==> config.mk <==
export PLATFORM = sky130hd
export DESIGN_NAME = qbte_mul
export DESIGN_NICKNAME = d
export VERILOG_FILES = /design/src/qbte_pkg.sv /design/src/qbte_mul.sv
export SDC_FILE = /design/constraint.sdc
export NUM_CORES = 2
export LEC_CHECK = 0
export ABC_CLOCK_PERIOD_IN_PS = 8480
export BUFFER_PORTS_ARGS = -buffer_cell sky130_fd_sc_hd__buf_4
export CAP_MARGIN = 15
export CORE_MARGIN = 1
export CORE_UTILIZATION = 28
export CTS_CLUSTER_DIAMETER = 100
export DETAILED_ROUTE_END_ITERATION = 8
export SLEW_MARGIN = 5
export SYNTH_ARGS = -nofsm -noshare
export SYNTH_HDL_FRONTEND = slang
export SYNTH_SLANG_ARGS = --single-unit
==> constraint.sdc <==
create_clock -name clk -period 8.48 [get_ports clk]
set_input_delay 0.848 -clock clk [delete_from_list [all_inputs] [get_ports clk]]
set_output_delay 0.848 -clock clk [all_outputs]
set_load 0.02 [all_outputs]
==> src/qbte_pkg.sv <==
// ============================================================================
// Quintic blend trajectory evaluator package
// Shared types, constants, register indexes and fixed-point helper functions.
// ============================================================================
`default_nettype none

package qbte_pkg;

    // Default joint count; the top level may override it (1..8).
    localparam int MAX_JOINTS_DEF = 8;

    // Joint count and joint counter comparisons are done at this width.
    localparam int CNT_W = 5;

    // Configuration port.
    localparam int CFG_IDX_W  = 3;
    localparam int CFG_DATA_W = 32;

    typedef enum logic [CFG_IDX_W-1:0] {
        REG_START_TICK       = 3'd0,
        REG_INVERSE_DURATION = 3'd1,
        REG_SPEED_SCALE      = 3'd2,
        REG_BLEND_DIAMETER   = 3'd3,
        REG_ACTIVE_JOINTS    = 3'd4
    } cfg_reg_t;

    localparam logic [3:0] ACTIVE_JOINTS_RST = 4'd7;

    // Transaction modes on the sample channel.
    localparam logic MODE_LOAD = 1'b0;
    localparam logic MODE_EVAL = 1'b1;

    // Shared multiplier widths.
    localparam int MUL_A_W = 34;
    localparam int MUL_B_W = 33;
    localparam int MUL_P_W = MUL_A_W + MUL_B_W;

    // Fixed-point constants.
    localparam logic [63:0]        ONE30 = 64'd1 << 30;
    localparam logic signed [63:0] BIG   = 64'sd1 <<< 62;

    typedef enum logic [2:0] {
        ST_IDLE,
        ST_LOAD,
        ST_SIGMA,
        ST_JOINT,
        ST_ROOT,
        ST_EMIT
    } state_t;

    // One joint's blend coefficients, stored as one memory word.
    typedef struct packed {
        logic signed [31:0] start_offset;
        logic signed [31:0] start_slope;
        logic signed [31:0] end_offset;
        logic signed [31:0] slope_difference;
    } coef_t;

    function automatic logic signed [31:0] sat32(input logic signed [63:0] x);
        logic signed [31:0] r;
        if (x > 64'sd2147483647) begin
            r = 32'sh7FFFFFFF;
        end
        else if (x < -64'sd2147483648) begin
            r = 32'sh80000000;
        end
        else begin
            r = 32'(x);
        end
        return r;
    endfunction

    // Finishes floor(a * scale / 2^16) from the two partial products of the
    // upper 32 bits and the lower 16 bits of a. Operands whose upper part
    // does not fit 32 bits return a large marker of the same sign, if scale != 0.
    function automatic logic signed [63:0] mul_q16_fix(
        input logic signed [63:0] a,
        input logic signed [63:0] hi_prod,
        input logic signed [63:0] lo_prod,
        input logic [30:0]        scale
    );
        logic               big_pos;
        logic               big_neg;
        logic signed [63:0] r;
        big_pos = !a[63] && (|a[62:47]);
        big_neg = a[63] && !(&a[62:47]);
        if (scale == 31'd0) begin
            r = 64'sd0;
        end
        else if (big_pos) begin
            r = BIG;
        end
        else if (big_neg) begin
            r = -BIG;
        end
        else begin
            r = hi_prod + (lo_prod >>> 16);
        end
        return r;
    endfunction

endpackage

`default_nettype wire

==> src/qbte_mul.sv <==
// ============================================================================
// Shared registered multiplier
// Signed multiply with the product registered; one issue per cycle.
// ============================================================================
`default_nettype none

module qbte_mul (
    input  logic                                 clk,
    input  logic signed [qbte_pkg::MUL_A_W-1:0] a,
    input  logic signed [qbte_pkg::MUL_B_W-1:0] b,
    output logic signed [qbte_pkg::MUL_P_W-1:0] prod
);
    import qbte_pkg::*;

    logic signed [MUL_P_W-1:0] prod_reg;

    always_ff @(posedge clk)
    begin
        prod_reg <= MUL_P_W'(a) * MUL_P_W'(b);
    end

    assign prod = prod_reg;

endmodule

`default_nettype wire

Word-level counts from Yosys, hierarchy flattened:

Cells that the tools add are included.

* multipliers: 1

Operators by type and width (number)
* 34-bit by 33-bit multiplier with 67-bit output: 1

* flip-flop bits (word level): 67
* input bits: 68
* output and inout port bits: 67

Logic depth before layout (Yosys ltp):

* depth after elaboration: 1
* gate-level depth with buffers: 30
* mapped depth without buffers: 28

Least setup slack after synthesis:

Ideal clock, no wire load.

* path kind: input to register
* from: input port a[33] (netlist name)
* to: register prod_reg[63], in the netlist prod[63]
* data arrival time: 8.292 ns
* required time: 8.418 ns
* path slack: 0.126 ns
* stages on the path: 24
* path buffers: 2
* path through: clkbuf_1 nand2_1 inv_1 fa_1 fa_1 fa_1 inv_1 fa_1 fa_1 fa_1 fa_1 fa_1 inv_1 ha_1 clkbuf_1 and3_1 and2_1 and4_1 a2111oi_4 o31ai_2 a311oi_4 o32ai_1 or4_1 nand3_1

* word-level cells in the longest chain between the ends: 1

RTL lines
* from (decl): RTL line qbte_mul.sv:9 `input logic signed [qbte_pkg::MUL_A_W-1:0] a,`
* 34-bit by 33-bit multiplier with 67-bit output: RTL line qbte_mul.sv:19 `prod_reg <= MUL_P_W'(a) * MUL_P_W'(b);`
* to (signal assigned): RTL line qbte_mul.sv:19
* to (decl): RTL line qbte_mul.sv:15 `logic signed [MUL_P_W-1:0] prod_reg;`

Every way passes these cells.

Worst setup path after layout:

* from: input port a[18] (netlist name)
* to: register prod_reg[66], in the netlist prod[66]

Same word-level chain as after synthesis.

==> impl_metrics.csv <==
group,metric,value,unit
logic_synthesis,synth-async-reset-ratio,0,
logic_synthesis,ys_seq_area_frac,0.0325,
logic_synthesis,synth_top_area_share,0.570,
logic_synthesis,synthTopCellsByArea,"fa_1 57%, inv_1 11%, and2_1 8.3%, ha_1 6.6%, nand2_1 5.3%",
routing,routedWlPerCell,16.7,um
critical_path,crit_slowest_cell,"fa_1",
logic_synthesis,synth_top_flop_cell,"dfxtp_1",
routing,drtAntennaViolNets,0,
routing,drt_pre_antenna_iters,7,
logic_synthesis,yosysTopAreaCell,"fa_1",
logic_synthesis,postSynthCellCount,4398,
die,die_area,149000,um^2
grt,antenna_found_initial,7,
routing,vias_per_cell,4.39,
logic_synthesis,synth_common_cells,"1,176 x fa_1, 1,165 x inv_1, 578 x nand2_1",
routing,via_count,28864,
timing,postLayoutSetupSlackWorst,0.257,ns
finish,drive_gt1_frac,0.112,
logic_synthesis,synth_mux_area_frac,0.000757,
hold_path,hold_end,"prod[0]$_DFF_P_",
critical_path,critical_path_arrival,8.59,ns
routing,wl,110000,um
run,drv_cap,0,
logic_synthesis,syn_nets,5861,
logic_synthesis,synth-xor-area-share,0.0151,
critical_path,crit_required,8.85,ns
hold_path,whs_path_depth,3,
timing,slew_headroom,0.509,
place,dp_cells,6563,
die,die_w,386,um
timing,final_max_slew_viol_count,0,
critical_path,start_kind,"input pin",
critical_path,slowest_delay,0.56,ns
cts,htreeDepth,3,
finish,fin_area,47100,um^2
logic_synthesis,ys_warn_count,0,
timing,report.final.hold_viol_count,0,
finish,nNetsFinal,6121,
place,gp_congestion,0.894,
outcome,status,"completed",
place,dpl.hpwl,99100,um
die,core,146000,um^2
cts,holdBufCountCts,0,
grt,grt_pass1_vias,32950,
timing,finalSetupViolations,0,
routing,drc,0,
logic_synthesis,synth_edf_count,0,
finish,largest_register_ffs,67,
place,io_buffer_count,134,
grt,grt_usage,0.159,
logic_synthesis,syn_area_per_cell,9.39,um^2
hold_path,worstHoldStart,"a[0]",
critical_path,crit_path_max_fanout,11,
hold_path,hp-class,"in -> reg",
logic_synthesis,synth_top_family_by_area,"adder cells",
finish,stdcell_count,6582,
logic_synthesis,yosys_register_bits,67,
logic_synthesis,synth-simple-area-share,0.152,
timing,post-route-period-util,0.970,
grt,grt_start_max_net_pins,31,
critical_path,critPathKind,"in -> reg",
logic_synthesis,synthAdderAreaFrac,0.636,
timing,worstMarginPinSlew,0.729,ns
finish,area_growth,14.0,%
timing,fmax,122,MHz
cts,cts_tree,"yes",
timing,grt_setup_unrepaired,"yes",
logic_synthesis,synth_compound_area_frac,0.0357,
die,ios,135,
cts,path_clk_slew,0.08,ns
cts,numCtsBuffers,9,
logic_synthesis,syn_area,41300,um^2
grt,grt_pass1_wl,181000,um
die,fp-row-count,140,
die,initial_utilization,0.283,
cts,clkSinkCount,67,
logic_synthesis,synth_most_common_cell,"fa_1",
critical_path,cp_common_cell,"fa_1",
timing,min_period,8.22,ns
logic_synthesis,synth_cell_types,63,
die,die_h,386,um
routing,drt_iter0_markers,1332,
cts,clockBufferDepth,2,
critical_path,endpoint_kind,"register",
place,place_area,46700,um^2
cts,clock-root-buffer,"clkbuf_16",
grt,grt-ovfl-total,0,
place,place_worst_setup_slack,-0.670,ns
kinds of logic (layout without fill, tap and decap cells):
logic type / count (synthesis) / count (layout)
compound gates: 204 / 204
simple gates: 1260 / 1260
fa+ha+maj: 1395 / 1395
buf+inv: 1398 / 1663
other cells: 0 / 2
flops: 67 / 67
mux: 3 / 3
xor+xnor: 71 / 71
final cells by class:
cell class / instances / area, um^2
inverters: 1166 / 4380
clock buffers: 12 / 236
multi-input cells: 2933 / 34700
diodes: 2 / 5.00
repair buffers: 481 / 3910
clock inverters: 4 / 51.3
flip-flops and latches: 67 / 1340
well taps: 1917 / 2400
fillers: 15135 / 99000
metrics by stage:
step	hold slack, ns	TNS [ns]	util
global route	1.02	-0.0783	0.322
floorplan	0.970	0	-
finish	1.03	0	0.322
global placement	1.26	-4.28	0.320
detailed placement	1.26	-4.83	0.320
CTS	0.997	0	0.322
per-layer routing:
metal	global-route usage	vias to the layer above	wire length, um
met5	0	-	62
met1	0.197	15217	45100
met4	0.0510	10	3540
met2	0.281	574	56800
met3	0.0229	139	4670
li1	-	12924	-
critical path, delay by kind of cell:
family / cells / cell delay, ns
adders and majority gates: 9 / 4.34
AOI/OAI and AO/OA: 9 / 1.72
buffers and inverters: 10 / 1.27
xor gates and xnor gates: 1 / 0.20
and+or+nand+nor: 1 / 0.17
cells in the final DEF (no fill, tap or decap), types with 11 or more instances in the layout:
cell / netlist / layout
fa_1: 1176 / 1176
inv_1: 1165 / 1165
nand2_1: 578 / 578
and2_1: 551 / 551
buf_4: 0 / 457
ha_1: 219 / 219
dfxtp_1: 67 / 67
nor2_1: 59 / 59
a21oi_1: 62 / 59
xnor2_1: 54 / 54
a21o_1: 34 / 34
o21ai_0: 30 / 29
buf_12: 0 / 24
xor2_1: 17 / 17
o21bai_1: 13 / 13
nand2b_1: 13 / 13
nand4_1: 11 / 11
nor3_1: 11 / 11
worst max path at each step:
stage,start,end,slack [ns],cells past startpoint
floorplan,a[33],prod[63]$_DFF_P_,0.13,24
CTS,b[0],prod[66]$_DFF_P_,0.0006,31
global placement,a[18],prod[64]$_DFF_P_,-0.62,28
finish,a[18],prod[66]$_DFF_P_,0.26,30
detailed placement,b[0],prod[66]$_DFF_P_,-0.67,31
global route,b[0],prod[66]$_DFF_P_,-0.08,32
timing repair:
action | CTS | global route
setup buffers | 0 | 1
gates resized for setup | 1 | 7
setup endpoints to repair | 4 | 9
pin swaps | 0 | 0
Power is not shown: default switching activity piles up to over one toggle a cycle in this logic, so the estimate is an artifact.
