<file path="src/qbte_pkg.sv">
// ============================================================================
// Quintic blend trajectory evaluator package
// Shared types, constants, register indexes and fixed-point helper functions.
// ============================================================================
`default_nettype none

package qbte_pkg;

    // Default joint count; the top level may override it (1..8).
    localparam int MAX_JOINTS_DEF = 8;

    // Joint count and joint counter comparisons are done at this width.
    localparam int CNT_W = 5;

    // Configuration port.
    localparam int CFG_IDX_W  = 3;
    localparam int CFG_DATA_W = 32;

    typedef enum logic [CFG_IDX_W-1:0] {
        REG_START_TICK       = 3'd0,
        REG_INVERSE_DURATION = 3'd1,
        REG_SPEED_SCALE      = 3'd2,
        REG_BLEND_DIAMETER   = 3'd3,
        REG_ACTIVE_JOINTS    = 3'd4
    } cfg_reg_t;

    localparam logic [3:0] ACTIVE_JOINTS_RST = 4'd7;

    // Transaction modes on the sample channel.
    localparam logic MODE_LOAD = 1'b0;
    localparam logic MODE_EVAL = 1'b1;

    // Shared multiplier widths.
    localparam int MUL_A_W = 34;
    localparam int MUL_B_W = 33;
    localparam int MUL_P_W = MUL_A_W + MUL_B_W;

    // Fixed-point constants.
    localparam logic [63:0]        ONE30 = 64'd1 << 30;
    localparam logic signed [63:0] BIG   = 64'sd1 <<< 62;

    typedef enum logic [2:0] {
        ST_IDLE,
        ST_LOAD,
        ST_SIGMA,
        ST_JOINT,
        ST_ROOT,
        ST_EMIT
    } state_t;

    // One joint's blend coefficients, stored as one memory word.
    typedef struct packed {
        logic signed [31:0] start_offset;
        logic signed [31:0] start_slope;
        logic signed [31:0] end_offset;
        logic signed [31:0] slope_difference;
    } coef_t;

    function automatic logic signed [31:0] sat32(input logic signed [63:0] x);
        logic signed [31:0] r;
        if (x > 64'sd2147483647) begin
            r = 32'sh7FFFFFFF;
        end
        else if (x < -64'sd2147483648) begin
            r = 32'sh80000000;
        end
        else begin
            r = 32'(x);
        end
        return r;
    endfunction

    // Finishes floor(a * scale / 2^16) from the two partial products of the
    // upper 32 bits and the lower 16 bits of a. Operands whose upper part
    // does not fit 32 bits return a large marker of the same sign, if scale != 0.
    function automatic logic signed [63:0] mul_q16_fix(
        input logic signed [63:0] a,
        input logic signed [63:0] hi_prod,
        input logic signed [63:0] lo_prod,
        input logic [30:0]        scale
    );
        logic               big_pos;
        logic               big_neg;
        logic signed [63:0] r;
        big_pos = !a[63] && (|a[62:47]);
        big_neg = a[63] && !(&a[62:47]);
        if (scale == 31'd0) begin
            r = 64'sd0;
        end
        else if (big_pos) begin
            r = BIG;
        end
        else if (big_neg) begin
            r = -BIG;
        end
        else begin
            r = hi_prod + (lo_prod >>> 16);
        end
        return r;
    endfunction

endpackage

`default_nettype wire

</file>
<file path="src/qbte_coef_mem.sv">
// ============================================================================
// Coefficient memory
// One word per joint, synchronous write, registered read.
// ============================================================================
`default_nettype none

module qbte_coef_mem #(
    parameter int DEPTH = qbte_pkg::MAX_JOINTS_DEF,
    parameter int AW    = 3
) (
    input  logic             clk,
    input  logic             we,
    input  logic [AW-1:0]    waddr,
    input  qbte_pkg::coef_t  wdata,
    input  logic             re,
    input  logic [AW-1:0]    raddr,
    output qbte_pkg::coef_t  rdata
);
    import qbte_pkg::*;

    coef_t mem [DEPTH];
    coef_t rdata_reg;

    always_ff @(posedge clk)
    begin
        if (we) begin
            mem[waddr] <= wdata;
        end
        if (re) begin
            rdata_reg <= mem[raddr];
        end
    end

    assign rdata = rdata_reg;

endmodule

`default_nettype wire

</file>
<file path="config.mk">
export PLATFORM = sky130hd
export DESIGN_NAME = qbte_coef_mem
export DESIGN_NICKNAME = d
export VERILOG_FILES = /design/src/qbte_pkg.sv /design/src/qbte_coef_mem.sv
export SDC_FILE = /design/constraint.sdc
export NUM_CORES = 1
export LEC_CHECK = 0
export BUFFER_PORTS_ARGS = -buffer_cell sky130_fd_sc_hd__buf_2
export CORE_MARGIN = 3
export CORE_UTILIZATION = 50
export DETAILED_ROUTE_END_ITERATION = 8
export PLACE_DENSITY = 0.73
export SLEW_MARGIN = 20
export SYNTH_ARGS = -nofsm -noshare
export SYNTH_HDL_FRONTEND = slang
export SYNTH_SLANG_ARGS = --single-unit
</file>
<file path="constraint.sdc">
create_clock -name clk -period 18.5 [get_ports clk]
set_input_delay 1.85 -clock clk [delete_from_list [all_inputs] [get_ports clk]]
set_output_delay 1.85 -clock clk [all_outputs]
set_load 0.05 [all_outputs]
</file>
# After elaboration in Yosys (flattened, before gate mapping)

Memories as Yosys holds them, arrays and structs flattened. A register that Yosys moved wholly into a read port is not among the register bits.
Cells that the tools add are included.

Output and inout bits: 128
Memories: 1
Logic and storage cells: 3
Register bits: 0
Bits of input ports: 137
Memory bits (writable): 1024

Mux-type cells: 2

Memory list:

| name | words | width | rd ports | clocked after memory_dff | wr ports | RTL line            | text |
|---|---|---|---|---|---|---|---|
| mem  | 8     | 128   | 1        | 1                        | 1        | qbte_coef_mem.sv:21 | `coef_t mem [DEPTH];` |

Operators by type and width:

| cell   | number |
|---|---|
| $mux 1 | 2 |

# Longest topological paths before layout

Depth after elaboration: 2
Depth in mapped cells: 5
Mapped depth without buffers: 2

# Least setup slack after synthesis

OpenSTA, ideal clock, no wires.

Path type: input -> register
Start: input port waddr[0]
End: memory mem[0][0] (netlist bit) (enable)
Data required time: 17.726 ns
Stages: 1
Buffers on the path: 0
Slack: 7.042 ns
Library setup time: 0.774 ns
Arrival time: 10.684 ns
Cell sequence: nor3_1

RTL lines:

| what               | RTL line            | text |
|---|---|---|
| start: declaration | qbte_coef_mem.sv:13 | `input logic [AW-1:0] waddr,` |
| end: declaration   | qbte_coef_mem.sv:21 |  |

Straight into the memory's write port.

==> flow_summary_export.csv <==
group,metric,value,unit
placed_design,placed_area,45200,um2
clock_network,clk_latency,0.65,ns
global_routing,grt_pass1_vias,19300,
yosys,syn_nets,1757,
min_path,min_path_type,"reg -> reg",
final_layout,layout.nets,2099,
die,die-area,89200,um2
clock_network,cts_buffers,113,
placed_design,gp_congestion,0.679,
clock_network,cts_sinks,1152,
timing,final.setup_skew,0.0189,ns
clock_network,post_cts_resized,0,
timing,rsz0062_at_grt,"no",
final_layout,largest_reg_flops,1024,
pwr,power.leakage,0.0160,uW
timing,slew_headroom,0.270,
setup_path,cp.required,18.89,ns
global_routing,overflow,0,
pwr,peakVddDrop,87.4,uV
timing,tns,0,ns
pwr,power_density,114,nW/um2
die,initial_core_util,0.509,
yosys,synth_edf_count,1152,
clock_network,cts_setup_buffers,0,
timing,period_share,0.265,
setup_path,r2r_end,"rdata[77]",
setup_path,critPathBufInv,3,
yosys,synth.most_common_cell,"edfxtp_1",
route,drc,0,
die,chipHeight,299,um
setup_path,reg2reg_from,"mem[1][77]",
route,drt-initial-drc-count,1467,
setup_path,crit_path_cell_trace,"buf_8 -> buf_4 -> buf_4 -> mux4_1 -> mux2_2",
clock_network,cts_tree,"built",
yosys,synth-main-ff-cell,"edfxtp_1",
clock_network,h-tree-depth,3,
timing,clock.fmax,204,MHz
global_routing,grt_max_degree,119,
yosys,yosys_register_bits,1152,
yosys,avgSynthCellArea,26.4,um2
yosys,synth_warnings,0,
route,routed_via_density,5.67,
yosys,synth.distinct_cells,17,
route,vias,18200,
setup_path,path_common_cell,"buf_4",
final_layout,finalNonFillerCells,3207,
setup_path,worstSetupPathType,"in -> reg",
die,die_x,299,um
setup_path,r2r_setup_slack,17.03,ns
timing,hold_viol_final,0,
setup_path,critPathTopFamily,"buffers and inverters",
route,drt_wl_total,84300,um
setup_path,cpPeakStageDelay,0.85,ns
die,io_pins,265,
min_path,min_to,"rdata[53]",
min_path,hold_start,"mem[7][53]",
clock_network,clk_pin_slew,0.06,ns
die,core,84200,um2
die,rows,106,
yosys,synth_common_cells,"edfxtp_1 (1,152), mux4_2 (184), mux2_2 (128), mux4_1 (72), buf_8 (19)",
clock_network,cts_hold_buffers,0,
job,drv_cap,0,
timing,min_period,4.91,ns
final_layout,area_growth,14.1,%
yosys,synthArstFlopShare,0,
final_layout,design_area,48900,um2
setup_path,cp-start-kind,"input pin",
yosys,synth_area_leaders,"edfxtp_1 (81%), mux4_2 (9.7%), mux4_1 (4.4%), mux2_2 (3.4%), buf_8 (0.67%)",
min_path,min_path_cells,2,
route,wire_per_inst,26.3,um
final_layout,fin_util,0.580,
timing,worst_pin_slew,1.10,ns
yosys,synth_cells,1620,
global_routing,grt_usage,0.190,
global_routing,antenna_found_initial,20,
setup_path,crit_path_end_kind,"flip-flop",
yosys,yosysTopAreaCellShare,0.808,
global_routing,grt_pass1_wl,126000,um
route,drtAntennaViolNets,0,
setup_path,arrival,5.29,ns
status,status,"complete, no violations",
placed_design,port_buffers,264,
final_layout,drive_gt1_frac,0.377,
timing,setup_violations,0,
setup_path,r2r_cells,2,
yosys,synth-seq-area-share,0.808,
placed_design,dp.cells,2981,
clock_network,cts_root_buf,"clkbuf_16",
route,drt-pass1-iter-count,4,
yosys,syn_area,42800,um2
clock_network,cts_buffer_depth,3,
yosys,yosysTopAreaCell,"edfxtp_1",
setup_path,cpMaxStageDelayCell,"buf_4",
timing,slew_violations,0,
placed_design,dpl.hpwl,44400,um
setup_path,crit_fanout,74,
final_layout,n_fill_cell,5870,
-- metal layers --
metal	share of wire	vias up	track usage	wire length, um
li1	-	7779	-	-
met1	0.40	9722	0.257	33800
met2	0.51	539	0.318	42700
met3	0.069	144	0.0445	5800
met4	0.023	14	0.0487	1930
met5	0.0012	-	0	100
-- metrics by stage --
step | hold slack (ns) | worst slack (ns) | total power, uW
4_1_cts | 0.744 | 13.58 | 5610
2_1_floorplan | 0.716 | 7.04 | 3300
3_3_place_gp | 0.723 | 12.93 | 3400
5_1_grt | 0.763 | 13.28 | 5740
3_5_place_dp | 0.734 | 12.85 | 3410
6_report | 0.739 | 13.59 | 5550
-- worst min-delay path, stage by stage (launching register included) --
cell	delay [ns]
edfxtp_1	0.32
mux4_1	0.20
mux2_2	0.14
-- where the power goes --
group / total [uW] / leakage (uW) / switching, uW / internal [uW]
registers: 3010 / 0.0106 / 26.6 / 2980
clock network: 2200 / 0.00175 / 927 / 1270
logic: 341 / 0.00368 / 218 / 123
total: 5550 / 0.0160 / 1170 / 4380
-- cells in the final DEF (no fill, tap or decap), types with 3 or more instances in the layout --
master / n
buf_2: 260
mux2_2: 128
mux4_2: 184
edfxtp_1: 1152
bufinv_16: 9
nand2b_1: 3
buf_4: 34
nor2_4: 6
clkinvlp_4: 4
clkbuf_1: 26
diode_2: 17
clkinv_1: 26
mux4_1: 72
clkinv_2: 21
inv_6: 3
clkbuf_16: 116
-- cell families (layout without fill, tap and decap cells) --
kind of cell / count (synthesis) / after routing / share of synthesized area
flops: 1152 / 1152 / 0.808
buf+inv: 71 / 507 / 0.0165
other cells: 0 / 17 / 0
mux: 384 / 384 / 0.175
simple gates: 13 / 13 / 0.00137
-- worst max path at each step --
stage,start,end,slack [ns],cells past startpoint
finish,raddr[0],rdata[77],13.59,5
detailed placement,raddr[0],rdata[77],12.85,5
global route,raddr[0],rdata[78],13.28,5
CTS,raddr[0],rdata[77],13.58,5
floorplan,waddr[0],mem[0][0],7.04,1
global placement,raddr[0],rdata[80],12.93,5
-- layout make-up --
class / count / area (um2) / share of cell area
sequential: 1152 / 34600 / 0.708
timing repair buffer: 298 / 1610 / 0.0329
clock buffer: 142 / 3000 / 0.0614
multi-input combinational: 397 / 7590 / 0.155
tap: 1134 / 1420 / 0.0290
clock inverter: 67 / 601 / 0.0123
antenna: 17 / 42.5 / 0.000871
No activity file was read; power rests on OpenSTA's default activity.
