==> src/qbte_pkg.sv <==
// ============================================================================
// Quintic blend trajectory evaluator package
// Shared types, constants, register indexes and fixed-point helper functions.
// ============================================================================
`default_nettype none

package qbte_pkg;

    // Default joint count; the top level may override it (1..8).
    localparam int MAX_JOINTS_DEF = 8;

    // Joint count and joint counter comparisons are done at this width.
    localparam int CNT_W = 5;

    // Configuration port.
    localparam int CFG_IDX_W  = 3;
    localparam int CFG_DATA_W = 32;

    typedef enum logic [CFG_IDX_W-1:0] {
        REG_START_TICK       = 3'd0,
        REG_INVERSE_DURATION = 3'd1,
        REG_SPEED_SCALE      = 3'd2,
        REG_BLEND_DIAMETER   = 3'd3,
        REG_ACTIVE_JOINTS    = 3'd4
    } cfg_reg_t;

    localparam logic [3:0] ACTIVE_JOINTS_RST = 4'd7;

    // Transaction modes on the sample channel.
    localparam logic MODE_LOAD = 1'b0;
    localparam logic MODE_EVAL = 1'b1;

    // Shared multiplier widths.
    localparam int MUL_A_W = 34;
    localparam int MUL_B_W = 33;
    localparam int MUL_P_W = MUL_A_W + MUL_B_W;

    // Fixed-point constants.
    localparam logic [63:0]        ONE30 = 64'd1 << 30;
    localparam logic signed [63:0] BIG   = 64'sd1 <<< 62;

    typedef enum logic [2:0] {
        ST_IDLE,
        ST_LOAD,
        ST_SIGMA,
        ST_JOINT,
        ST_ROOT,
        ST_EMIT
    } state_t;

    // One joint's blend coefficients, stored as one memory word.
    typedef struct packed {
        logic signed [31:0] start_offset;
        logic signed [31:0] start_slope;
        logic signed [31:0] end_offset;
        logic signed [31:0] slope_difference;
    } coef_t;

    function automatic logic signed [31:0] sat32(input logic signed [63:0] x);
        logic signed [31:0] r;
        if (x > 64'sd2147483647) begin
            r = 32'sh7FFFFFFF;
        end
        else if (x < -64'sd2147483648) begin
            r = 32'sh80000000;
        end
        else begin
            r = 32'(x);
        end
        return r;
    endfunction

    // Finishes floor(a * scale / 2^16) from the two partial products of the
    // upper 32 bits and the lower 16 bits of a. Operands whose upper part
    // does not fit 32 bits return a large marker of the same sign, if scale != 0.
    function automatic logic signed [63:0] mul_q16_fix(
        input logic signed [63:0] a,
        input logic signed [63:0] hi_prod,
        input logic signed [63:0] lo_prod,
        input logic [30:0]        scale
    );
        logic               big_pos;
        logic               big_neg;
        logic signed [63:0] r;
        big_pos = !a[63] && (|a[62:47]);
        big_neg = a[63] && !(&a[62:47]);
        if (scale == 31'd0) begin
            r = 64'sd0;
        end
        else if (big_pos) begin
            r = BIG;
        end
        else if (big_neg) begin
            r = -BIG;
        end
        else begin
            r = hi_prod + (lo_prod >>> 16);
        end
        return r;
    endfunction

endpackage

`default_nettype wire

==> src/qbte_isqrt.sv <==
// ============================================================================
// Iterative integer square root
// Floor square root of a 64-bit value, one result bit per cycle.
// ============================================================================
`default_nettype none

module qbte_isqrt (
    input  logic        clk,
    input  logic        rst_n,
    input  logic        start,
    input  logic [63:0] value,
    output logic        busy,
    output logic [31:0] root
);
    import qbte_pkg::*;

    logic        busy_reg, busy_next;
    logic [4:0]  cnt_reg, cnt_next;
    logic [63:0] x_reg, x_next;
    logic [63:0] r_reg, r_next;
    logic [63:0] bit_reg, bit_next;
    logic [63:0] trial;

    always_comb
    begin
        busy_next = busy_reg;
        cnt_next  = cnt_reg;
        x_next    = x_reg;
        r_next    = r_reg;
        bit_next  = bit_reg;
        trial     = r_reg + bit_reg;
        if (start) begin
            busy_next = 1'b1;
            cnt_next  = 5'd0;
            x_next    = value;
            r_next    = 64'd0;
            bit_next  = 64'd1 << 62;
        end
        else if (busy_reg) begin
            if (x_reg >= trial) begin
                x_next = x_reg - trial;
                r_next = (r_reg >> 1) + bit_reg;
            end
            else begin
                r_next = r_reg >> 1;
            end
            bit_next = bit_reg >> 2;
            cnt_next = cnt_reg + 5'd1;
            if (cnt_reg == 5'd31) begin
                busy_next = 1'b0;
            end
        end
    end

    always_ff @(posedge clk or negedge rst_n)
    begin
        if (!rst_n) begin
            busy_reg <= 1'b0;
            cnt_reg  <= 5'd0;
        end
        else begin
            busy_reg <= busy_next;
            cnt_reg  <= cnt_next;
        end
    end

    always_ff @(posedge clk)
    begin
        x_reg   <= x_next;
        r_reg   <= r_next;
        bit_reg <= bit_next;
    end

    assign busy = busy_reg;
    assign root = r_reg[31:0];

endmodule

`default_nettype wire

==> config.mk <==
export PLATFORM = sky130hd
export DESIGN_NAME = qbte_isqrt
export DESIGN_NICKNAME = d
export VERILOG_FILES = /design/src/qbte_pkg.sv /design/src/qbte_isqrt.sv
export SDC_FILE = /design/constraint.sdc
export NUM_CORES = 1
export LEC_CHECK = 0
export BUFFER_PORTS_ARGS = -buffer_cell sky130_fd_sc_hd__buf_4
export CAP_MARGIN = 20
export CORE_MARGIN = 3
export CORE_UTILIZATION = 37
export CTS_CLUSTER_SIZE = 8
export DETAILED_ROUTE_END_ITERATION = 6
export GPL_ROUTABILITY_DRIVEN = 0
export PLACE_DENSITY = 0.51
export RECOVER_POWER = 50
export SYNTH_ARGS = -nofsm -noshare
export SYNTH_HDL_FRONTEND = slang
export SYNTH_SLANG_ARGS = --single-unit
==> constraint.sdc <==
create_clock -name clk -period 13.35 [get_ports clk]
set_input_delay 2.67 -clock clk [delete_from_list [all_inputs] [get_ports clk]]
set_output_delay 2.67 -clock clk [all_outputs]
set_load 0.05 [all_outputs]
* Word level (Yosys, flattened, before mapping)
Index checks and enable logic that the tools add are counted. W data, S select, Z words.
Storage, ports and cells: bits in registers 166, bits in latches 0, bits in writable memories 0, memory bits (read-only) 0, input bits 67, output and inout port bits 33, word-level logic and storage cells 23, memories 0
Operators by class: add/subtract/negate cells 4, $mul 0, divide/modulo/power cells 0, $lt $le $gt $ge 1, equality and inequality tests 1, shift operators 0, multiplexer cells 9, bitwise logic cells 0, reduce and logical (&&, ||, !) cells 3
Operators with widths (number):
- $mux W64 | 4
- $add A63 B63 Y64 | 1
- $add A64 B63 Y64 | 1
- $ge A64 B64 Y1 | 1
- $sub A64 B64 Y64 | 1
- $mux W5 | 2
- $add A5 B1 Y5 const B | 1
- $eq A5 B5 Y1 const B | 1
- $reduce_bool A2 Y1 | 2
- $mux W1 | 3
- $reduce_and A2 Y1 | 1

* Depth between registers and ports, before layout
Gate-level depths: netlist (run 1).
depth in word-level cells 5, depth in mapped cells 24, mapped depth without buffers 21

* Least setup slack after synthesis (run 1)
OpenSTA, ideal clock, no wires.
path kind register -> register, start point register r_reg[10], end point register x_reg[0] (enable), library setup time 0.574 ns, arrival 8.933 ns, required time 12.776 ns, setup slack 3.842 ns, cell stages (with the launch flop) 23, path buffers 3, period minus slack after synthesis 9.508 ns, cell sequence dfxtp_1 ha_1 nand2_1 nor4_2 a211oi_2 o31ai_4 a2111oi_1 or4_4 a31oi_4 a41oi_1 xor2_1 ha_1 clkbuf_1 nand2_1 o21ai_1 a221oi_1 o211ai_1 a21oi_1 a21oi_1 nor2_1 buf_2 buf_2 o21ai_0
Between the ends: word-level cells in the longest chain between the ends 4
Ends and longest elaborated chain:
- start: declaration | RTL line qbte_isqrt.sv:20 | logic [63:0] r_reg, r_next;
- start signal: assignment | RTL line qbte_isqrt.sv:70 | r_reg <= r_next;
- $add A64 B63 Y64 | RTL line qbte_isqrt.sv:31 | trial = r_reg + bit_reg;
- $ge A64 B64 Y1 | RTL line qbte_isqrt.sv:40 | if (x_reg >= trial) begin
- $reduce_bool A2 Y1 (no source line)
- $reduce_and A2 Y1 (no source line)
- end signal: assignment | RTL line qbte_isqrt.sv:69 | x_reg <= x_next;
- end: declaration | RTL line qbte_isqrt.sv:19 | logic [63:0] x_reg, x_next;
Every way passes these cells. A chain may end at the register's enable or synchronous reset.

* Final worst setup path (run 1)
start point register r_reg[4], end point register x_reg[0] (enable)
Same word-level chain as after synthesis.

==> results of run 1 <==
==> synthesized netlist by cell type, types with 13 or more instances <==
cell / instances
sky130_fd_sc_hd__or3_1: 16
sky130_fd_sc_hd__edfxtp_1: 64
sky130_fd_sc_hd__o211ai_1: 19
sky130_fd_sc_hd__a211oi_1: 36
sky130_fd_sc_hd__dfxtp_1: 96
sky130_fd_sc_hd__o21bai_1: 30
sky130_fd_sc_hd__nand2_1: 227
sky130_fd_sc_hd__and2_1: 18
sky130_fd_sc_hd__a21oi_1: 143
sky130_fd_sc_hd__buf_4: 32
sky130_fd_sc_hd__nor3_1: 37
sky130_fd_sc_hd__mux2i_1: 56
sky130_fd_sc_hd__o21ai_0: 173
sky130_fd_sc_hd__nand2b_1: 23
sky130_fd_sc_hd__inv_1: 50
sky130_fd_sc_hd__buf_2: 13
sky130_fd_sc_hd__xnor2_1: 72
sky130_fd_sc_hd__a31o_2: 16
sky130_fd_sc_hd__and4_1: 13
sky130_fd_sc_hd__nand3_1: 49
sky130_fd_sc_hd__a311oi_1: 17
sky130_fd_sc_hd__a31oi_1: 61
sky130_fd_sc_hd__nor2_1: 170
sky130_fd_sc_hd__a21o_1: 55
sky130_fd_sc_hd__xor2_1: 70
sky130_fd_sc_hd__o31ai_1: 13
sky130_fd_sc_hd__ha_1: 132
sky130_fd_sc_hd__nor2b_1: 13
sky130_fd_sc_hd__clkbuf_1: 95
sky130_fd_sc_hd__and3_1: 22
sky130_fd_sc_hd__nand4_1: 44
sky130_fd_sc_hd__o21a_1: 14
==> per-layer routing <==
metal | track usage (%) | up-vias
met4 | 6.59 | 0
met5 | 0 | -
li1 | - | 7581
met2 | 38.5 | 439
met1 | 29.3 | 7261
met3 | 4.13 | 64
==> final cells by class <==
type | instances | share of cell area [%]
Clock buffer | 20 | 2.76
Clock inverter | 12 | 0.643
Inverter | 51 | 1.11
Multi-Input combinational cell | 1686 | 64.3
Sequential cell | 166 | 23.1
Tap cell | 577 | 4.17
Timing Repair Buffer | 111 | 4.01
==> report_power, final <==
part | internal (uW) | leakage, uW | total (uW) | switching [uW]
logic | 776 | 0.00510 | 2030 | 1250
registers | 721 | 0.00152 | 849 | 127
clock network | 280 | 0.000297 | 522 | 242
total | 1780 | 0.00692 | 3400 | 1620
==> cell families after synthesis <==
logic type / after synthesis / synth area share, %
buf+inv: 201 / 5.57
xor+xnor: 142 / 7.77
flops: 166 / 25.0
compound gates: 683 / 27.8
fa+ha+maj: 133 / 10.4
mux: 59 / 3.71
simple gates: 669 / 19.8
==> worst max-delay path by stage <==
stage	end	slack [ns]	cells after the start
3_5_place_dp	x_reg[33]$_DFFE_PP_	6.14	19
2_1_floorplan	x_reg[0]$_DFFE_PP_	3.84	22
4_1_cts	x_reg[29]$_DFFE_PP_	6.06	19
3_3_place_gp	x_reg[39]$_DFFE_PP_	6.37	19
5_1_grt	x_reg[3]$_DFFE_PP_	5.43	19
6_report	x_reg[0]$_DFFE_PP_	5.97	19
==> worst min-delay path: stages, from the launching register on <==
cell                      delay, ns
sky130_fd_sc_hd__dfxtp_1       0.33
sky130_fd_sc_hd__nand2_1       0.05
sky130_fd_sc_hd__o21ai_0       0.07
==> metrics by stage <==
step,std cells,instance area (sq um),total power (uW)
after floorplan,2053,16000,2360
after global placement,2590,16900,2860
after detailed placement,2590,16900,2870
after CTS,2622,17500,3410
after global routing,2623,17300,3660
final,2623,17300,3400
==> impl_summary.txt, run 1 <==
----------------------------------------------------
[Power]
  Power density normalized to cell area ... 196 mW/mm^2
  Leak ... 0.00692 uW
  Worst VDD drop ... approximately 0.091 mV

[STA]
  Setup TNS after final layout ... 0 ns
  Worst path setup slack after routing ... 5.97 ns
  Slew at the pin closest to its max-slew limit ... between 3 and 4 ns
  RSZ-0062 raised after global routing ... false
  Number of pins exceeding their max-slew limit in the final report ... around 290
  Final hold violation count ... 0
  Final hold slack ... about 0.5 ns
  Period minus WS final ... ~7.4 ns
  Skew final ... around 0.011 ns
  Maximum clock rate ... approximately 0.14 GHz
  Setup-violating endpoint count in the final report ... 0
  Worst slew margin relative to its limit ... -121%
  Part of the cycle the worst path needs ... between 50% and 60%

[Placement]
  IO buf count ... 99
  Post-placement setup slack ... approximately 6.1 ns
  Final HPWL from detailed placement ... just over 40000 um

[Route]
  Via-to-Cell Ratio ... between 5 and 6
  Highest metal layer used by the detailed router ... met4
  Detailed-route wire length ... roughly 53000 um
  Pre-Repair DR Iteration Count ... 6
  Number of nets with antenna violations after routing ... 0
  Routed length on met2 ... ~25000 um
  Detailed-route DRC error count ... 0
  Via total after detailed routing ... between 15000 and 20000
  DR WL met3 ... ~2800 um
  Detail-routed net length per standard cell ... 20.2 um
  Routed length on met1 ... 23800 um
  Starting DRT DRC Count ... 975

[Floorplanning]
  Core Area ... 0.0423 sq mm
  Std cell rows ... between 70 and 80
  Area of the die ... between 0.04 and 0.05 sq mm
  Die width ... 214 um
  Initial Util ... ~38%
  I/O pin cnt ... 100
  Die height ... between 200 and 250 um

[Layout]
  Leading cell types in the layout, fill and taps excluded ... 227 x sky130_fd_sc_hd__nand2_1, 174 x sky130_fd_sc_hd__o21ai_0, 168 x sky130_fd_sc_hd__nor2_1, 143 x sky130_fd_sc_hd__a21oi_1, 132 x sky130_fd_sc_hd__ha_1
  Final core utilization ... just over 40%
  Fraction of final layout cells sized beyond drive strength 1 ... approximately 7.1%
  Fill cell count ... 4415
  Area growth syn-to-layout ... 8.24%
  Sequential Area ... approximately 0.004 sq mm
  Area taken by multi-input logic gates ... 0.0111 sq mm
  Antenna Cells ... 0
  Most common cell after layout, fill and taps aside ... sky130_fd_sc_hd__nand2_1
  Number of nets in the layout ... roughly 2200

[Clock network]
  Post-CTS Hold Buffers ... 0
  Post-cts sizing count ... 0
  Post-CTS setup repair buffer count ... 0
  TritonCTS clock tree ... done
  Worst-path clk slew ... about 0.070 ns
  Number of clock sinks seen by CTS ... 166
  H-tree level count ... 4
  Max clock buf depth ... 2
  TritonCTS Buffers ... 17
  Clk Latency, worst-skew pair ... roughly 0.47 ns
  Root buffer cell ... sky130_fd_sc_hd__clkbuf_16

[Setup path]
  Worst Path Required ... between 10 and 15 ns
  Nature of the critical path startpoint ... flop
  Cell-by-cell trace of the critical path ... ha_1 > a211oi_1 > a211oi_1 > a211oi_1 > o31ai_4 > a2111oi_1 > or4_4 > and4_1 > o21bai_1 > xnor2_1 > ha_1 > nand4_1 > nor3_1 > a21boi_2 > buf_4 > inv_1 > nor2_2 > o21ai_4 > buf_4
  Arrival time of data at the critical path endpoint ... 7.49 ns
  Master of the slowest instance on the critical path ... sky130_fd_sc_hd__o21ai_4
  Buffers and inverters on the worst path ... 3
  Launch point of the critical path ... r_reg[4]$_SDFFE_PP0P_
  Critical path's most frequent cell ... sky130_fd_sc_hd__a211oi_1
  Endpoint of the worst-slack reg-to-reg timing path ... x_reg[0]$_DFFE_PP_
  Worst Setup Path Type ... flop to flop
  Largest delay share family, worst path ... compound AO/OA/AOI/OAI gates
  CP peak stage delay ... 0.71 ns
  Worst r2r src ... r_reg[4]$_SDFFE_PP0P_
  Endpoint kind of the worst setup timing path ... flop
  Reg2reg path depth ... 19
  Reg2Reg Setup Slack ... between 5 and 6 ns
  CP max FO ... 39

[Min path]
  Startpoint of the worst hold path ... r_reg[0]$_SDFFE_PP0P_
  Hold Path Depth ... 2
  Hold Path Sink ... r_reg[0]$_SDFFE_PP0P_
  Worst min-delay path category ... flop to flop

[Yosys]
  Synth top area share ... about an eighth
  Count of distinct cell types in the synthesized netlist ... 87
  Library cell occupying the most area in the post-synthesis netlist ... sky130_fd_sc_hd__dfxtp_1
  Post-Syn Instances ... roughly 2100
  Post-synth EDFFs ... 64
  Combined area of all synthesized cells ... around 0.016 sq mm
  Per-instance average area after synthesis ... between 7 and 8 sq um
  Predominant post-synthesis flop cell ... sky130_fd_sc_hd__dfxtp_1
  Nets in the synthesized netlist ... around 2300
  Number of warnings issued by yosys ... 0
  Biggest area contributors in the synthesized netlist ... sky130_fd_sc_hd__dfxtp_1 12%, sky130_fd_sc_hd__edfxtp_1 12%, sky130_fd_sc_hd__ha_1 10%, sky130_fd_sc_hd__o21ai_0 5.4%, sky130_fd_sc_hd__nand2_1 5.3%
  Count of state elements after synthesis ... 166
  Portion of the post-synthesis area used by sequential elements ... between 20 and 25%
  Asr flop ratio synth ... around 3.6%

[Global route]
  Total global routing overflow ... 0
  Initial antenna violation count ... 2
  Maximum number of pins on one net before global-route repair ... 86
  All-Layer GR Usage ... a little under a quarter
  Global-route wire length before repair ... approximately 83000 um
  Via count of the first global-routing pass ... ~15000

[Run status]
  Violated checks ... capacitance limit, slew limit
  Status ... complete, but fails checks

[Job]
  Maximum capacitance violations ... 6

----------------------------------------------------
No activity file was read; power rests on OpenSTA's default activity.
==> run 2: changes to the inputs <==
--- a/config.mk
+++ b/config.mk
@@ -5,6 +5,7 @@
 export SDC_FILE = /design/constraint.sdc
 export NUM_CORES = 1
 export LEC_CHECK = 0
+export ABC_AREA = 1
 export BUFFER_PORTS_ARGS = -buffer_cell sky130_fd_sc_hd__buf_4
 export CAP_MARGIN = 20
 export CORE_MARGIN = 3
==> constraint.sdc (replaced) <==
create_clock -name clk -period 7.7 [get_ports clk]
set_input_delay 1.54 -clock clk [delete_from_list [all_inputs] [get_ports clk]]
set_output_delay 1.54 -clock clk [all_outputs]
set_load 0.05 [all_outputs]
==> impl_summary.txt, run 2 <==
----------------------------------------------------
[Run status]
  Status ... complete, but fails checks
  Violated checks ... DRC, capacitance limit, slew limit

[Placement]
  Final HPWL from detailed placement ... 66100 um (+63%)
  IO buf count ... 99 (unchanged)

[STA]
  Skew final ... 0.0143 ns (+0.00328 ns)
  Part of the cycle the worst path needs ... approximately 80%
  Setup-violating endpoint count in the final report ... 0 (unchanged)
  Worst slew margin relative to its limit ... -134% (-13 points)
  Slew at the pin closest to its max-slew limit ... 3.50 ns (+0.195 ns)
  Setup TNS after final layout ... 0 ns (unchanged)
  Final hold violation count ... 0 (unchanged)
  Maximum clock rate ... about 0.16 GHz
  Number of pins exceeding their max-slew limit in the final report ... 188 (-34%)
  RSZ-0062 raised after global routing ... false
  Period minus WS final ... roughly 6.3 ns

[Yosys]
  Combined area of all synthesized cells ... 0.0197 sq mm (+23%)
  Asr flop ratio synth ... 3.61% (unchanged)
  Most frequent cells after synthesis ... 1108 x sky130_fd_sc_hd__nand2_1, 550 x sky130_fd_sc_hd__inv_1, 402 x sky130_fd_sc_hd__nor2_1, 316 x sky130_fd_sc_hd__nand3_1, 184 x sky130_fd_sc_hd__o21ai_0
  Share of the synthesized area in compound gates (AO/OA/AOI/OAI) ... 12.9% (-15 points)
  Predominant post-synthesis flop cell ... sky130_fd_sc_hd__dfxtp_1
  Mux share of post-synthesis cell area ... 0% (-3.7 points)
  Count of distinct cell types in the synthesized netlist ... 47 (-46%)
  Per-instance average area after synthesis ... 5.70 sq um (-27%)
  Combinational family with the most area after synthesis ... simple AND/OR/NAND/NOR gates
  Nets in the synthesized netlist ... 3651 (+62%)
  Portion of the post-synthesis area used by sequential elements ... 20.3% (-4.7 points)
  Area share of fa/ha/maj cells after synthesis ... 8.50% (-1.9 points)
  Biggest area contributors in the synthesized netlist ... sky130_fd_sc_hd__nand2_1 21%, sky130_fd_sc_hd__inv_1 10%, sky130_fd_sc_hd__dfxtp_1 9.8%, sky130_fd_sc_hd__edfxtp_1 9.8%, sky130_fd_sc_hd__ha_1 8.4%
  Number of warnings issued by yosys ... 0 (unchanged)
  Count of state elements after synthesis ... 166 (unchanged)
  Simple-gate portion of the synthesized area ... 41.3% (+21 points)
  Post-Syn Instances ... 3451 (+68%)
  Most frequent cell after synthesis ... sky130_fd_sc_hd__nand2_1
  Library cell occupying the most area in the post-synthesis netlist ... sky130_fd_sc_hd__nand2_1
  Xor-xnor portion of the synthesized cell area ... 3.78% (-4.0 points)
  Synth top area share ... 21.1% (+9.1 points)
  Post-synth EDFFs ... 64 (unchanged)

[Route]
  Starting DRT DRC Count ... 1767 (+81%)
  Via-to-Cell Ratio ... 5.32 (-9.0%)
  Detailed-route DRC error count ... 4 (+4)
  Pre-Repair DR Iteration Count ... 7 (+1)
  Number of nets with antenna violations after routing ... 0 (unchanged)
  Detail-routed net length per standard cell ... 19.1 um (-5.5%)
  Detailed-route wire length ... 79900 um (+51%)
  Via total after detailed routing ... 22279 (+45%)

[Clock network]
  Post-CTS setup repair buffer count ... 0 (unchanged)
  Post-CTS Hold Buffers ... 0 (unchanged)
  Root buffer cell ... sky130_fd_sc_hd__clkbuf_16
  H-tree level count ... 4 (unchanged)
  Worst-path clk slew ... 0.08 ns (about the same)
  TritonCTS Buffers ... 17 (unchanged)
  TritonCTS clock tree ... done
  Post-cts sizing count ... 0 (unchanged)
  Number of clock sinks seen by CTS ... 166 (unchanged)
  Clk Latency, worst-skew pair ... 0.51 ns (+0.04 ns)
  Max clock buf depth ... 2 (unchanged)

[Global route]
  Global-route wire length before repair ... 120000 um (+44%)
  Via count of the first global-routing pass ... 21530 (+44%)
  Total global routing overflow ... 0 (unchanged)
  Maximum number of pins on one net before global-route repair ... 84 (-2.3%)
  All-Layer GR Usage ... 27.9% (+5.3 points)
  Initial antenna violation count ... 1 (-1)

[Setup path]
  Nature of the critical path startpoint ... input pin
  Endpoint kind of the worst setup timing path ... flop
  Cell-by-cell trace of the critical path ... clkbuf_1 > nor2_4 > inv_1 > clkbuf_1 > o21ai_0
  Master of the slowest instance on the critical path ... sky130_fd_sc_hd__clkbuf_1
  Critical path's most frequent cell ... sky130_fd_sc_hd__clkbuf_1
  Worst Setup Path Type ... input pin to flop
  CP max FO ... 80 (+110%)
  CP peak stage delay ... 2.39 ns (+1.68 ns)
  Arrival time of data at the critical path endpoint ... 6.61 ns (-0.88 ns)
  Worst Path Required ... 7.99 ns (-5.47 ns)

[Power]
  Leak ... 0.00956 uW (+38%)
  Worst VDD drop ... 0.252 mV (+180%)
  Power density normalized to cell area ... 345 mW/mm^2 (+76%)

[Min path]
  Worst min-delay path category ... flop to flop

[Layout]
  Fraction of final layout cells sized beyond drive strength 1 ... 4.28% (-2.8 points)
  Fill cell count ... 5879 (+33%)
  Leading cell types in the layout, fill and taps excluded ... 1108 x sky130_fd_sc_hd__nand2_1, 549 x sky130_fd_sc_hd__inv_1, 400 x sky130_fd_sc_hd__nor2_1, 316 x sky130_fd_sc_hd__nand3_1, 185 x sky130_fd_sc_hd__o21ai_0
  Number of nets in the layout ... 3692 (+65%)
  Most common cell after layout, fill and taps aside ... sky130_fd_sc_hd__nand2_1
  Antenna Cells ... 0 (unchanged)
  Final core utilization ... 40.9% (about the same)
  Area growth syn-to-layout ... 8.03%

[Floorplanning]
  Std cell rows ... 83 (+11%)
  Initial Util ... 37.9% (+0.069 points)
  Area of the die ... 0.0560 sq mm (+22%)
  Core Area ... 0.0519 sq mm (+23%)
  I/O pin cnt ... 100 (unchanged)
  Die width ... 237 um (+11%)
  Die height ... 237 um (+11%)

[Job]
  Maximum capacitance violations ... 3 (-3)

----------------------------------------------------
## run 2: path summary, 6_finish.rpt
path                       cells after the start              startpoint                      to  slack (ns)
max in group asynchronous                      1                   rst_n  cnt_reg[4]$_DFFE_PN0P_        6.56
min in group asynchronous                      1                   rst_n  cnt_reg[2]$_DFFE_PN0P_        0.89
min reg2reg                                    2   r_reg[0]$_SDFFE_PP0P_   r_reg[0]$_SDFFE_PP0P_        0.52
max                                            5                   start  r_reg[10]$_SDFFE_PP0P_        1.38
max reg2reg                                   20  r_reg[10]$_SDFFE_PP0P_      x_reg[1]$_DFFE_PP_        1.65
min                                            2   r_reg[0]$_SDFFE_PP0P_   r_reg[0]$_SDFFE_PP0P_        0.52
## run 2: power breakdown
| group | switching, uW | internal (uW) | total, uW |
|---|---|---|---|
| logic | 3350 | 1520 | 4870 |
| registers | 313 | 1290 | 1600 |
| clock network | 445 | 418 | 863 |
| total | 4110 | 3230 | 7340 |
## run 2: worst max-delay path, delay by kind of cell
kind            cells  cell delay (ns)
compound gates      1             0.26
buf+inv             3             4.29
simple gates        1             0.44
## run 2: cell families after synthesis
| group | count (synthesis) |
|---|---|
| and+or+nand+nor | 1964 |
| DFF | 166 |
| buffers and inverters | 639 |
| AOI/OAI and AO/OA | 464 |
| xor gates and xnor gates | 85 |
| adders and majority gates | 133 |
## run 2: layout make-up
| type | instances | area, sq um | area share [%] |
|---|---|---|---|
| clock buffers | 17 | 425 | 2.00 |
| clock inverters | 14 | 115 | 0.542 |
| inverters | 553 | 2080 | 9.77 |
| multi-input cells | 2646 | 13100 | 61.6 |
| flip-flops and latches | 166 | 3990 | 18.8 |
| well taps | 680 | 851 | 4.00 |
| repair buffers | 108 | 692 | 3.26 |
## run 2: per-stage QoR
stage	cell area (sq um)	hold slack [ns]	instances	power, uW	setup slack [ns]
3_3_place_gp	20800	0.496	4152	6400	1.87
6_report	21300	0.518	4184	7340	1.38
4_1_cts	21400	0.520	4183	7310	1.75
2_1_floorplan	19700	0.457	3451	5060	0.584
5_1_grt	21300	0.553	4184	7960	0.751
3_5_place_dp	20800	0.505	4152	6420	1.76
## run 2: routing by layer
| layer | GRT usage (%) | vias to the layer above | wire (um) |
|---|---|---|---|
| met4 | 12.9 | 2 | 3740 |
| li1 | - | 11110 | - |
| met2 | 46.0 | 736 | 36100 |
| met5 | 0 | - | 11 |
| met3 | 3.60 | 156 | 4270 |
| met1 | 36.2 | 10275 | 35800 |
